**config.mk**
```make
export PLATFORM = sky130hd
export DESIGN_NAME = table_driven_automaton
export DESIGN_NICKNAME = d
export VERILOG_FILES = /design/src/sv/tda_pkg.sv /design/src/sv/tda_ram.sv /design/src/sv/table_driven_automaton.sv
export SDC_FILE = /design/constraint.sdc
export NUM_CORES = 2
export LEC_CHECK = 0
export BUFFER_PORTS_ARGS = -buffer_cell sky130_fd_sc_hd__buf_2
export CAP_MARGIN = 10
export CORE_MARGIN = 5
export CORE_UTILIZATION = 30
export CTS_BUF_LIST = sky130_fd_sc_hd__clkbuf_4 sky130_fd_sc_hd__clkbuf_8
export CTS_CLUSTER_DIAMETER = 100
export DETAILED_ROUTE_END_ITERATION = 8
export GPL_TIMING_DRIVEN = 0
export HOLD_SLACK_MARGIN = 0.03
export PLACE_DENSITY = 0.56
export SLEW_MARGIN = 20
export SYNTH_ARGS = -nofsm -noshare
export SYNTH_HDL_FRONTEND = slang
export SYNTH_SLANG_ARGS = --single-unit
```
**constraint.sdc**
```tcl
create_clock -name clk -period 3.5 [get_ports clk]
set_input_delay 0.7 -clock clk [delete_from_list [all_inputs] [get_ports clk]]
set_output_delay 0.7 -clock clk [all_outputs]
set_load 0.01 [all_outputs]
```
**src/sv/tda_pkg.sv**
```systemverilog
`timescale 1ns / 1ps
// ----------------------------------------------------------------------------
// tda_pkg
// Shared codes and types for the table-driven automaton: request kinds and
// the sequencer state encoding.
// ----------------------------------------------------------------------------
package tda_pkg;

  // Request kinds
  localparam logic [1:0] KIND_APPEND  = 2'd0;
  localparam logic [1:0] KIND_SET     = 2'd1;
  localparam logic [1:0] KIND_ADVANCE = 2'd2;

  // Sequencer states, one-hot
  typedef enum logic [5:0] {
    S_IDLE  = 6'b000001,
    S_TRUE1 = 6'b000010,
    S_SYM   = 6'b000100,
    S_TRUE2 = 6'b001000,
    S_MASK  = 6'b010000,
    S_DONE  = 6'b100000
  } fsm_state_t;

endpackage

```
**src/sv/tda_ram.sv**
```systemverilog
`timescale 1ns / 1ps
// ----------------------------------------------------------------------------
// tda_ram
// Generic single-write, single-read RAM with a registered read port.
// ----------------------------------------------------------------------------
module tda_ram #(
  parameter int WIDTH = 21,
  parameter int DEPTH = 64
) (
  input  logic                     clk,
  input  logic                     we,
  input  logic [$clog2(DEPTH)-1:0] waddr,
  input  logic [WIDTH-1:0]         wdata,
  input  logic [$clog2(DEPTH)-1:0] raddr,
  output logic [WIDTH-1:0]         rdata
);

  logic [WIDTH-1:0] mem [DEPTH];

  // Write port
  always_ff @(posedge clk) begin
    if (we) begin
      mem[waddr] <= wdata;
    end
  end

  // Registered read
  always_ff @(posedge clk) begin
    rdata <= mem[raddr];
  end

endmodule

```
**src/sv/table_driven_automaton.sv**
```systemverilog
`timescale 1ns / 1ps
// ----------------------------------------------------------------------------
// table_driven_automaton
// Programmable automaton: transition table held in RAM, scanned one entry
// per cycle to follow always-true edges, symbol edges and build the mask.
// ----------------------------------------------------------------------------
// Usage:
//   Input channel (in_valid / in_stall) carries one request: append a table
//   entry, set the current state, or advance on a symbol. Output channel
//   (out_valid / out_stall) returns one result per request: the state after
//   it, the mask of conditions leaving that state and status flags.
//   One request is worked on at a time; in_stall is high while busy.
//   Every pass over the table reads one entry per cycle from the single read
//   port of the table RAM; a chain or symbol pass ends at its first hit.
//   Append, set-state and unused kind: one pass (mask).
//   Advance: (T1+1) passes for the first true-edge chain, one for the symbol,
//   (T2+1) for the second chain and one for the mask, where T1/T2 are the
//   true edges followed (each at most TABLE_DEPTH); no symbol match skips
//   the second chain.
//   The result sits in an output register: the next request is taken while
//   a result waits; a finished request holds in its last state until the
//   output register frees up.
//   Reset empties the table (entry count zero) and sets the state to zero.
// ----------------------------------------------------------------------------
module table_driven_automaton #(
  parameter int TABLE_DEPTH  = 64,
  parameter int STATE_IDS    = 256,
  parameter int SYMBOL_COUNT = 32
) (
  input  logic                              clk,
  input  logic                              rst,
  // request channel
  input  logic                              in_valid,
  output logic                              in_stall,
  input  logic [1:0]                        kind,
  input  logic [$clog2(STATE_IDS)-1:0]      entry_origin,
  input  logic [$clog2(SYMBOL_COUNT)-1:0]   entry_condition,
  input  logic [$clog2(STATE_IDS)-1:0]      entry_dest,
  input  logic [$clog2(STATE_IDS)-1:0]      new_state,
  input  logic [$clog2(SYMBOL_COUNT)-1:0]   event_symbol,
  // result channel
  output logic                              out_valid,
  input  logic                              out_stall,
  output logic [$clog2(STATE_IDS)-1:0]      current_state,
  output logic [SYMBOL_COUNT-1:0]           possible_mask,
  output logic                              table_full,
  output logic                              true_loop,
  output logic [$clog2(TABLE_DEPTH+1)-1:0]  entry_count
);

  localparam int AW   = $clog2(TABLE_DEPTH);
  localparam int CW   = $clog2(TABLE_DEPTH + 1);
  localparam int SIDW = $clog2(STATE_IDS);
  localparam int SYW  = $clog2(SYMBOL_COUNT);
  localparam int MW   = SYMBOL_COUNT;
  localparam int DW   = 2 * SIDW + SYW;
  localparam logic [SIDW-1:0] SINK  = SIDW'(STATE_IDS - 1);
  localparam logic [CW-1:0]   DEPTH = CW'(TABLE_DEPTH);

  tda_pkg::fsm_state_t state, state_next;

  // control registers
  logic [CW-1:0]   count_held;
  logic [SIDW-1:0] present_state;
  logic [CW-1:0]   idx;
  logic            pend;

  // working registers
  logic [SIDW-1:0] s;
  logic [SYW-1:0]  sym;
  logic [CW-1:0]   steps;
  logic            loop_flag;
  logic            full_flag;
  logic [MW-1:0]   mask;

  // table RAM: {origin, condition, dest}
  logic            ram_we;
  logic [DW-1:0]   ram_wdata;
  logic [DW-1:0]   rdata;
  logic [SIDW-1:0] rd_origin;
  logic [SYW-1:0]  rd_cond;
  logic [SIDW-1:0] rd_dest;

  logic in_accept;
  logic out_load;
  logic more;
  logic exhausted;
  logic match_org;
  logic match_true;
  logic match_sym;
  logic chain_cut;
  logic scan_reset;
  logic scanning;

  assign in_stall  = (state != tda_pkg::S_IDLE);
  assign in_accept = in_valid && !in_stall;
  assign out_load  = (state == tda_pkg::S_DONE) && (!out_valid || !out_stall);

  assign ram_we    = in_accept && (kind == tda_pkg::KIND_APPEND) && (count_held < DEPTH);
  assign ram_wdata = {entry_origin, entry_condition, entry_dest};

  tda_ram #(
    .WIDTH (DW),
    .DEPTH (TABLE_DEPTH)
  ) u_table (
    .clk   (clk),
    .we    (ram_we),
    .waddr (count_held[AW-1:0]),
    .wdata (ram_wdata),
    .raddr (idx[AW-1:0]),
    .rdata (rdata)
  );

  // Compare the entry read last cycle
  assign rd_origin  = rdata[DW-1 -: SIDW];
  assign rd_cond    = rdata[SIDW+SYW-1 -: SYW];
  assign rd_dest    = rdata[SIDW-1:0];
  assign match_org  = pend && (rd_origin == s);
  assign match_true = match_org && (rd_cond == '0);
  assign match_sym  = match_org && (rd_cond == sym);
  assign chain_cut  = match_true && (steps >= DEPTH);
  assign more       = (idx < count_held);
  assign exhausted  = !pend && !more;

  assign scanning = (state == tda_pkg::S_TRUE1) || (state == tda_pkg::S_SYM) ||
                    (state == tda_pkg::S_TRUE2) || (state == tda_pkg::S_MASK);

  // Restart the scan index on a hit (chain step or phase change) or at the end
  always_comb begin
    unique case (state)
      tda_pkg::S_TRUE1, tda_pkg::S_TRUE2: scan_reset = match_true || exhausted;
      tda_pkg::S_SYM:                     scan_reset = match_sym || exhausted;
      tda_pkg::S_MASK:                    scan_reset = exhausted;
      default:                            scan_reset = 1'b1;
    endcase
  end

  // Sequencer
  always_comb begin
    state_next = state;
    unique case (state)
      tda_pkg::S_IDLE: begin
        if (in_accept) begin
          state_next = (kind == tda_pkg::KIND_ADVANCE) ? tda_pkg::S_TRUE1 : tda_pkg::S_MASK;
        end
      end
      tda_pkg::S_TRUE1: begin
        if (chain_cut || exhausted) state_next = tda_pkg::S_SYM;
      end
      tda_pkg::S_SYM: begin
        if (match_sym) state_next = tda_pkg::S_TRUE2;
        else if (exhausted) state_next = tda_pkg::S_MASK;
      end
      tda_pkg::S_TRUE2: begin
        if (chain_cut || exhausted) state_next = tda_pkg::S_MASK;
      end
      tda_pkg::S_MASK: begin
        if (exhausted) state_next = tda_pkg::S_DONE;
      end
      tda_pkg::S_DONE: begin
        if (out_load) state_next = tda_pkg::S_IDLE;
      end
      default: state_next = tda_pkg::S_IDLE;
    endcase
  end

  // Control state
  always_ff @(posedge clk) begin
    if (rst) begin
      state         <= tda_pkg::S_IDLE;
      count_held    <= '0;
      present_state <= '0;
      idx           <= '0;
      pend          <= 1'b0;
      out_valid     <= 1'b0;
    end else begin
      state <= state_next;
      if (ram_we) count_held <= count_held + CW'(1);
      if (out_load) present_state <= s;
      // scan address: one read issued per cycle
      if (!scanning || scan_reset) begin
        idx  <= '0;
        pend <= 1'b0;
      end else if (more) begin
        idx  <= idx + CW'(1);
        pend <= 1'b1;
      end else begin
        pend <= 1'b0;
      end
      if (out_load) out_valid <= 1'b1;
      else if (!out_stall) out_valid <= 1'b0;
    end
  end

  // Working registers and result register
  always_ff @(posedge clk) begin
    unique case (state)
      tda_pkg::S_IDLE: begin
        if (in_accept) begin
          s         <= (kind == tda_pkg::KIND_SET) ? new_state : present_state;
          sym       <= event_symbol;
          steps     <= '0;
          loop_flag <= 1'b0;
          full_flag <= (kind == tda_pkg::KIND_APPEND) && (count_held >= DEPTH);
          mask      <= '0;
        end
      end
      tda_pkg::S_TRUE1, tda_pkg::S_TRUE2: begin
        if (chain_cut) begin
          loop_flag <= 1'b1;
        end else if (match_true) begin
          s     <= rd_dest;
          steps <= steps + CW'(1);
        end
      end
      tda_pkg::S_SYM: begin
        if (match_sym) begin
          s     <= rd_dest;
          steps <= '0;
        end else if (exhausted) begin
          s <= SINK;
        end
      end
      tda_pkg::S_MASK: begin
        if (match_org) mask <= mask | (MW'(1) << rd_cond);
      end
      tda_pkg::S_DONE: begin
        if (out_load) begin
          current_state <= s;
          possible_mask <= mask;
          table_full    <= full_flag;
          true_loop     <= loop_flag;
          entry_count   <= count_held;
        end
      end
      default: ;
    endcase
  end

  // Checks
  a_count_bound: assert property (@(posedge clk) disable iff (rst)
    count_held <= DEPTH)
    else $error("entry count beyond table depth");

  a_full_count: assert property (@(posedge clk) disable iff (rst)
    out_valid && table_full |-> entry_count == DEPTH)
    else $error("dropped append reported with table not full");

  a_read_in_range: assert property (@(posedge clk) disable iff (rst)
    pend |-> (idx != '0) && (idx <= count_held))
    else $error("table read outside held entries");

  a_steps_bound: assert property (@(posedge clk) disable iff (rst)
    (state == tda_pkg::S_TRUE1 || state == tda_pkg::S_TRUE2) |-> steps <= DEPTH)
    else $error("true-edge chain ran past the step limit");

endmodule
```
Word level (Yosys, flattened, before mapping)
Memories as Yosys holds them, arrays and structs flattened. A register that Yosys moved wholly into a read port is not among the register bits.
Index checks and enable logic that the tools add are counted.
{"block": "word_totals", "regBits": 133, "mem_bits_rw": 1344, "inputBits": 40, "out_inout_bits": 51, "wordCells": 121, "mem_count": 1}
{"name": "u_table.mem", "depth": 64, "width": 21, "read_ports": 1, "rd_clocked_by_memory_dff": 1, "write_ports": 1, "line_no": "tda_ram.sv:18", "text": "logic [WIDTH-1:0] mem [DEPTH];"}
{"block": "classes", "n_addsub": 3, "magnitude_cmp": 4, "n_eq_ne": 23, "shift": 1, "n_mux": 33, "bitwise": 1, "reduce_logical": 38}
{"op": "$mux W32", "n": 2}
{"op": "$pmux W32 S2", "n": 1}
{"op": "$mux W8", "n": 6}
{"op": "$mux W6", "n": 7}
{"op": "$pmux W6 S6", "n": 1}
{"op": "$or A32 B32 Y32", "n": 1}
{"op": "$shl A1 B5 Y32 const A", "n": 1}
{"op": "$mux W7", "n": 4}
{"op": "$pmux W8 S3", "n": 1}
{"op": "$add A7 B1 Y7 const B", "n": 3}
{"op": "$pmux W7 S3", "n": 1}
{"op": "$ne A2 B2 Y1 const B", "n": 8}
{"op": "$ge A7 B7 Y1 const B", "n": 2}
{"op": "$logic_and A1 B1 Y1", "n": 10}
{"op": "$reduce_and A5 Y1", "n": 2}
{"op": "$eq A8 B8 Y1", "n": 1}
{"op": "$logic_or A1 B1 Y1", "n": 8}
{"op": "$lt A7 B7 Y1", "n": 1}
{"op": "$lt A7 B7 Y1 const B", "n": 1}
{"op": "$mux W1", "n": 7}
{"op": "$eq A6 B1 Y1 const B", "n": 1}
{"op": "$eq A6 B2 Y1 const B", "n": 1}
{"op": "$eq A6 B3 Y1 const B", "n": 1}
{"op": "$eq A6 B4 Y1 const B", "n": 1}
{"op": "other kinds (20)", "n": 31}

Longest topological paths before layout
{"block": "logic_depth", "depth_word": 7, "depth_mapped": 10, "mapped_depth_nobuf": 9}

By module
Synthesis repeated with hierarchy kept, for this count alone.
{"block": "hier_totals", "cells_unflattened": 2652, "hier_area_um2": 57248.7}
{"mod": "tda_ram", "instances": 1, "cells_each": 2190, "area_each_um2": 51717.1, "seq_area_each_um2": 40779.1}
{"mod": "table_driven_automaton", "instances": 1, "cells_each": 462, "area_each_um2": 5531.6, "seq_area_each_um2": 3693.5}

Least setup slack after synthesis
OpenSTA, ideal clock, no wires.
{"block": "synth_path", "kind": "register to register", "startpoint": "register s[3]", "endpoint": "register mask[0] (enable)", "setup_ns": 0.466, "arrival_ns": 3.396, "required_time_ns": 3.034, "slack_ns": -0.362, "stages_incl_launch_ff": 5, "path_buffers": 0, "period_less_slack_ns": 3.862, "path_cell_list": "edfxtp_1 xor2_1 nor4_1 nand4_1 o21ai_0"}
{"block": "synth_between", "elab_chain_cells": 4}
{"item": "start, declared", "line_no": "table_driven_automaton.sv:69", "text": "logic [SIDW-1:0] s;"}
{"item": "start signal, assigned", "line_no": "table_driven_automaton.sv:200", "text": "s <= (kind == tda_pkg::KIND_SET) ? new_state : present_state;"}
{"item": "start signal, assigned", "line_no": "table_driven_automaton.sv:212", "text": "s <= rd_dest;"}
{"item": "start signal, assigned", "line_no": "table_driven_automaton.sv:218", "text": "s <= rd_dest;"}
{"item": "$eq A8 B8 Y1", "line_no": "table_driven_automaton.sv:118", "text": "assign match_org = pend && (rd_origin == s);"}
{"item": "$logic_and A1 B1 Y1", "line_no": "table_driven_automaton.sv:118"}
{"item": "$ne A2 B2 Y1 (no source line)"}
{"item": "$reduce_and A3 Y1 (no source line)"}
{"item": "end signal, assigned", "line_no": "table_driven_automaton.sv:225", "text": "if (match_org) mask <= mask | (MW'(1) << rd_cond);"}
{"item": "end, declared", "line_no": "table_driven_automaton.sv:74", "text": "logic [MW-1:0] mask;"}
Every way passes these cells.
A chain may end at the register's enable or synchronous reset.

==> results.tsv <==
metric	value	unit
status	finished with violations	
failing checks	negative setup slack	
synth cell count leaders	edfxtp_1, mux4_2, nor2_1	
filler cell count	17460	
Storage cell area	44470	µm²
Detailed Routing Iterations Pass 1	5	
Max Cap Viol	0	
Worst setup EP type	flip-flop	
Tightest Hold Check Type	input pin to flip-flop	
worst rel slew slack	20.37	%
Nets	2938	
area grow syn2layout	18.56	%
final core occ	35.65	%
Synth top area share	76.31	%
Final Cycle Share	101.5	%
DIE AREA	198600	µm²
Worst Path Arrival	4.22	ns
Rows	160	
CORE AREA	189400	µm²
Syn Inst Count	2497	
CTS sink count	1498	
Post-DP HPWL	97940	µm
residual DRC count	0	
Root Buffer	clkbuf_8	
initial core utilization	30.07	%
Max VDD drop	0.2680	mV
Post-CTS Setup Bufs	0	
synthesized flop and latch total	1498	
final wirelength	146600	µm
main flop type after synthesis	edfxtp_1	
Routability Congestion	0.8091	
total grt overflow	0	
PwrDens	522.1	nW/µm²
Die X-Extent	445.7	µm
Top-Level Pins	91	
Clock Tree Buf Depth	3	
worst slew pin tran	1.186	ns
WL/cell	26.24	µm
Iteration-0 DRC Markers	2956	
post-synthesis cell area	56940	µm²
crit-path max FO	10	
TritonCTS Buffers	227	
largest net degree at the start of global routing	65	
vias per std cell	4.873	
LEAKAGE	20.38	nW
clock skew	0.08045	ns
IO buf count	90	
Post-synth EDFFs	1447	
Distinct cells, synth	51	
hold slack	0.1476	ns
Setup WS post-layout	-0.05077	ns
ys async rst share	0	%
hold path depth	2	
RSZ-0062 raised after global routing	false	
Max Slew Vio Count	0	
initial antenna violation count	13	
cell with the most instances after synthesis	edfxtp_1	
DP Worst Slack	-0.7477	ns
Setup CP Type	flip-flop to flip-flop	
CTS tree	yes	
final hold vios	0	
layout cell share with drive strength beyond 1	35.41	%
number of warnings issued by yosys	0	
Fmax achieved	281.6	MHz
Seq/Total Area, Yosys	78.10	%
worst-skew pair later-pin latency	0.96	ns
total power draw	35.24	mW
first-pass GRT wire length	208600	µm
Worst Reg-to-Reg Cells	7	
Clk pin slew, worst setup/hold paths	0.06	ns
Final ANT Viol Nets	0	
mean area per synthesized cell	22.80	µm²
ranking of synthesized cells by area	edfxtp_1, mux4_2, dfxtp_1	
DR vias	27230	
vias in the first global route	27780	
Crit path required time	4.17	ns
chip height	445.7	µm
Worst setup SP type	flip-flop	
internal reg-to-reg setup slack	-0.05	ns
footprint of the multi-input gates	12430	µm²
final setup violation count	1	
area leader, netlist	edfxtp_1	
GR Util All Layers	14.68	%
Post-Syn Nets	2546	
CTS H-Tree Depth	4	
post-layout minimum cycle time	3.551	ns
-- cell usage in the layout (no fill, tap or decap), drive strengths merged, types with 3 or more instances in the layout --
cell type      instances
mux4                 420
dlygate4sd3            6
nand3                 17
bufinv                 5
nor2b                  9
nand2b                 4
ha                     9
nand4                  4
nor3                   8
clkbuf               374
o22ai                  3
nand2                 71
dfxtp                 51
edfxtp              1447
a22oi                 42
xor2                  19
nor2                 149
o21ai                  7
nor3b                  3
and2                   6
and3                   4
nor4                   4
inv                   19
a31oi                  8
diode                  4
xnor2                 11
buf                  203
clkdlybuf4s15          3
clkinv                99
a21oi                 46
-- metal layers --
| layer | wire [µm] | vias up | GRT usage [%] |
|---|---|---|---|
| met3 | 11080 | 199 | 3.679 |
| met4 | 3500 | 10 | 4.441 |
| met5 | 57 | - | 0 |
| li1 | - | 11380 | - |
| met1 | 62260 | 14620 | 20.21 |
| met2 | 69730 | 1021 | 23.10 |
-- what timing repair did --
action	in CTS	in global routing
pin swaps	0	1
endpoints found under the hold margin	6	0
hold buffers	6	0
gates resized for setup	57	27
endpoints found under the setup margin	37	12
-- cell families (layout without fill, tap and decap cells) --
| family | after synthesis | count (layout) | share of synthesized area, % |
|---|---|---|---|
| DFF | 1498 | 1498 | 78.10 |
| muxes | 422 | 422 | 16.65 |
| and+or+nand+nor | 291 | 291 | 2.296 |
| buffers and inverters | 134 | 710 | 1.015 |
| AOI/OAI and AO/OA | 113 | 113 | 1.279 |
| xor gates and xnor gates | 30 | 30 | 0.4614 |
| adders and majority gates | 9 | 9 | 0.1978 |
| other | 0 | 4 | 0 |
-- stage by stage --
stage	area (µm²)	cells	setup TNS, ns
floorplan	56940	2497	0
global placement	60530	5098	-1451.71
detailed placement	62810	5165	-50.58
CTS	67430	5584	-0.2531
global route	67500	5586	0
finish	67510	5588	-0.05077
-- sequential cells by signal, indices dropped and copies added, names as in the netlist, 8 cells and up --
| signal | count |
|---|---|
| u_table.mem | 1344 |
| mask | 32 |
| possible_mask | 32 |
| u_table.rdata | 21 |
| current_state | 8 |
| present_state | 8 |
| s | 8 |
-- worst max-delay path, cell delays in order, from the launching register on --
cell      delay [ns]
dfxtp_1         0.38
clkbuf_1        0.32
clkbuf_4        0.39
buf_2           0.41
mux4_2          0.37
mux4_2          0.56
a22oi_1         0.50
nand2_1         0.33
-- power by group --
group / switching (mW) / internal (mW) / total [mW]
logic: 0.715 / 0.256 / 0.972
clock network: 6.79 / 7.34 / 14.1
registers: 0.168 / 20.0 / 20.1
total: 7.67 / 27.6 / 35.2
-- layout make-up --
type,count,share of cell area [%]
multi-input cells,865,18.41
well taps,2511,4.654
clock inverters,111,1.043
flip-flops and latches,1498,65.88
repair buffers,163,3.425
clock buffers,302,5.536
inverters,12,0.06857
plain buffers,122,0.9693
diodes,4,0.01483
-- path summary, 6_finish.rpt --
path	start	end
max	idx[1]	u_table.rdata[12]
min	kind[0]	full_flag
max reg2reg	idx[1]	u_table.rdata[12]
min reg2reg	loop_flag	true_loop
Power figures use the tool's default switching activity.
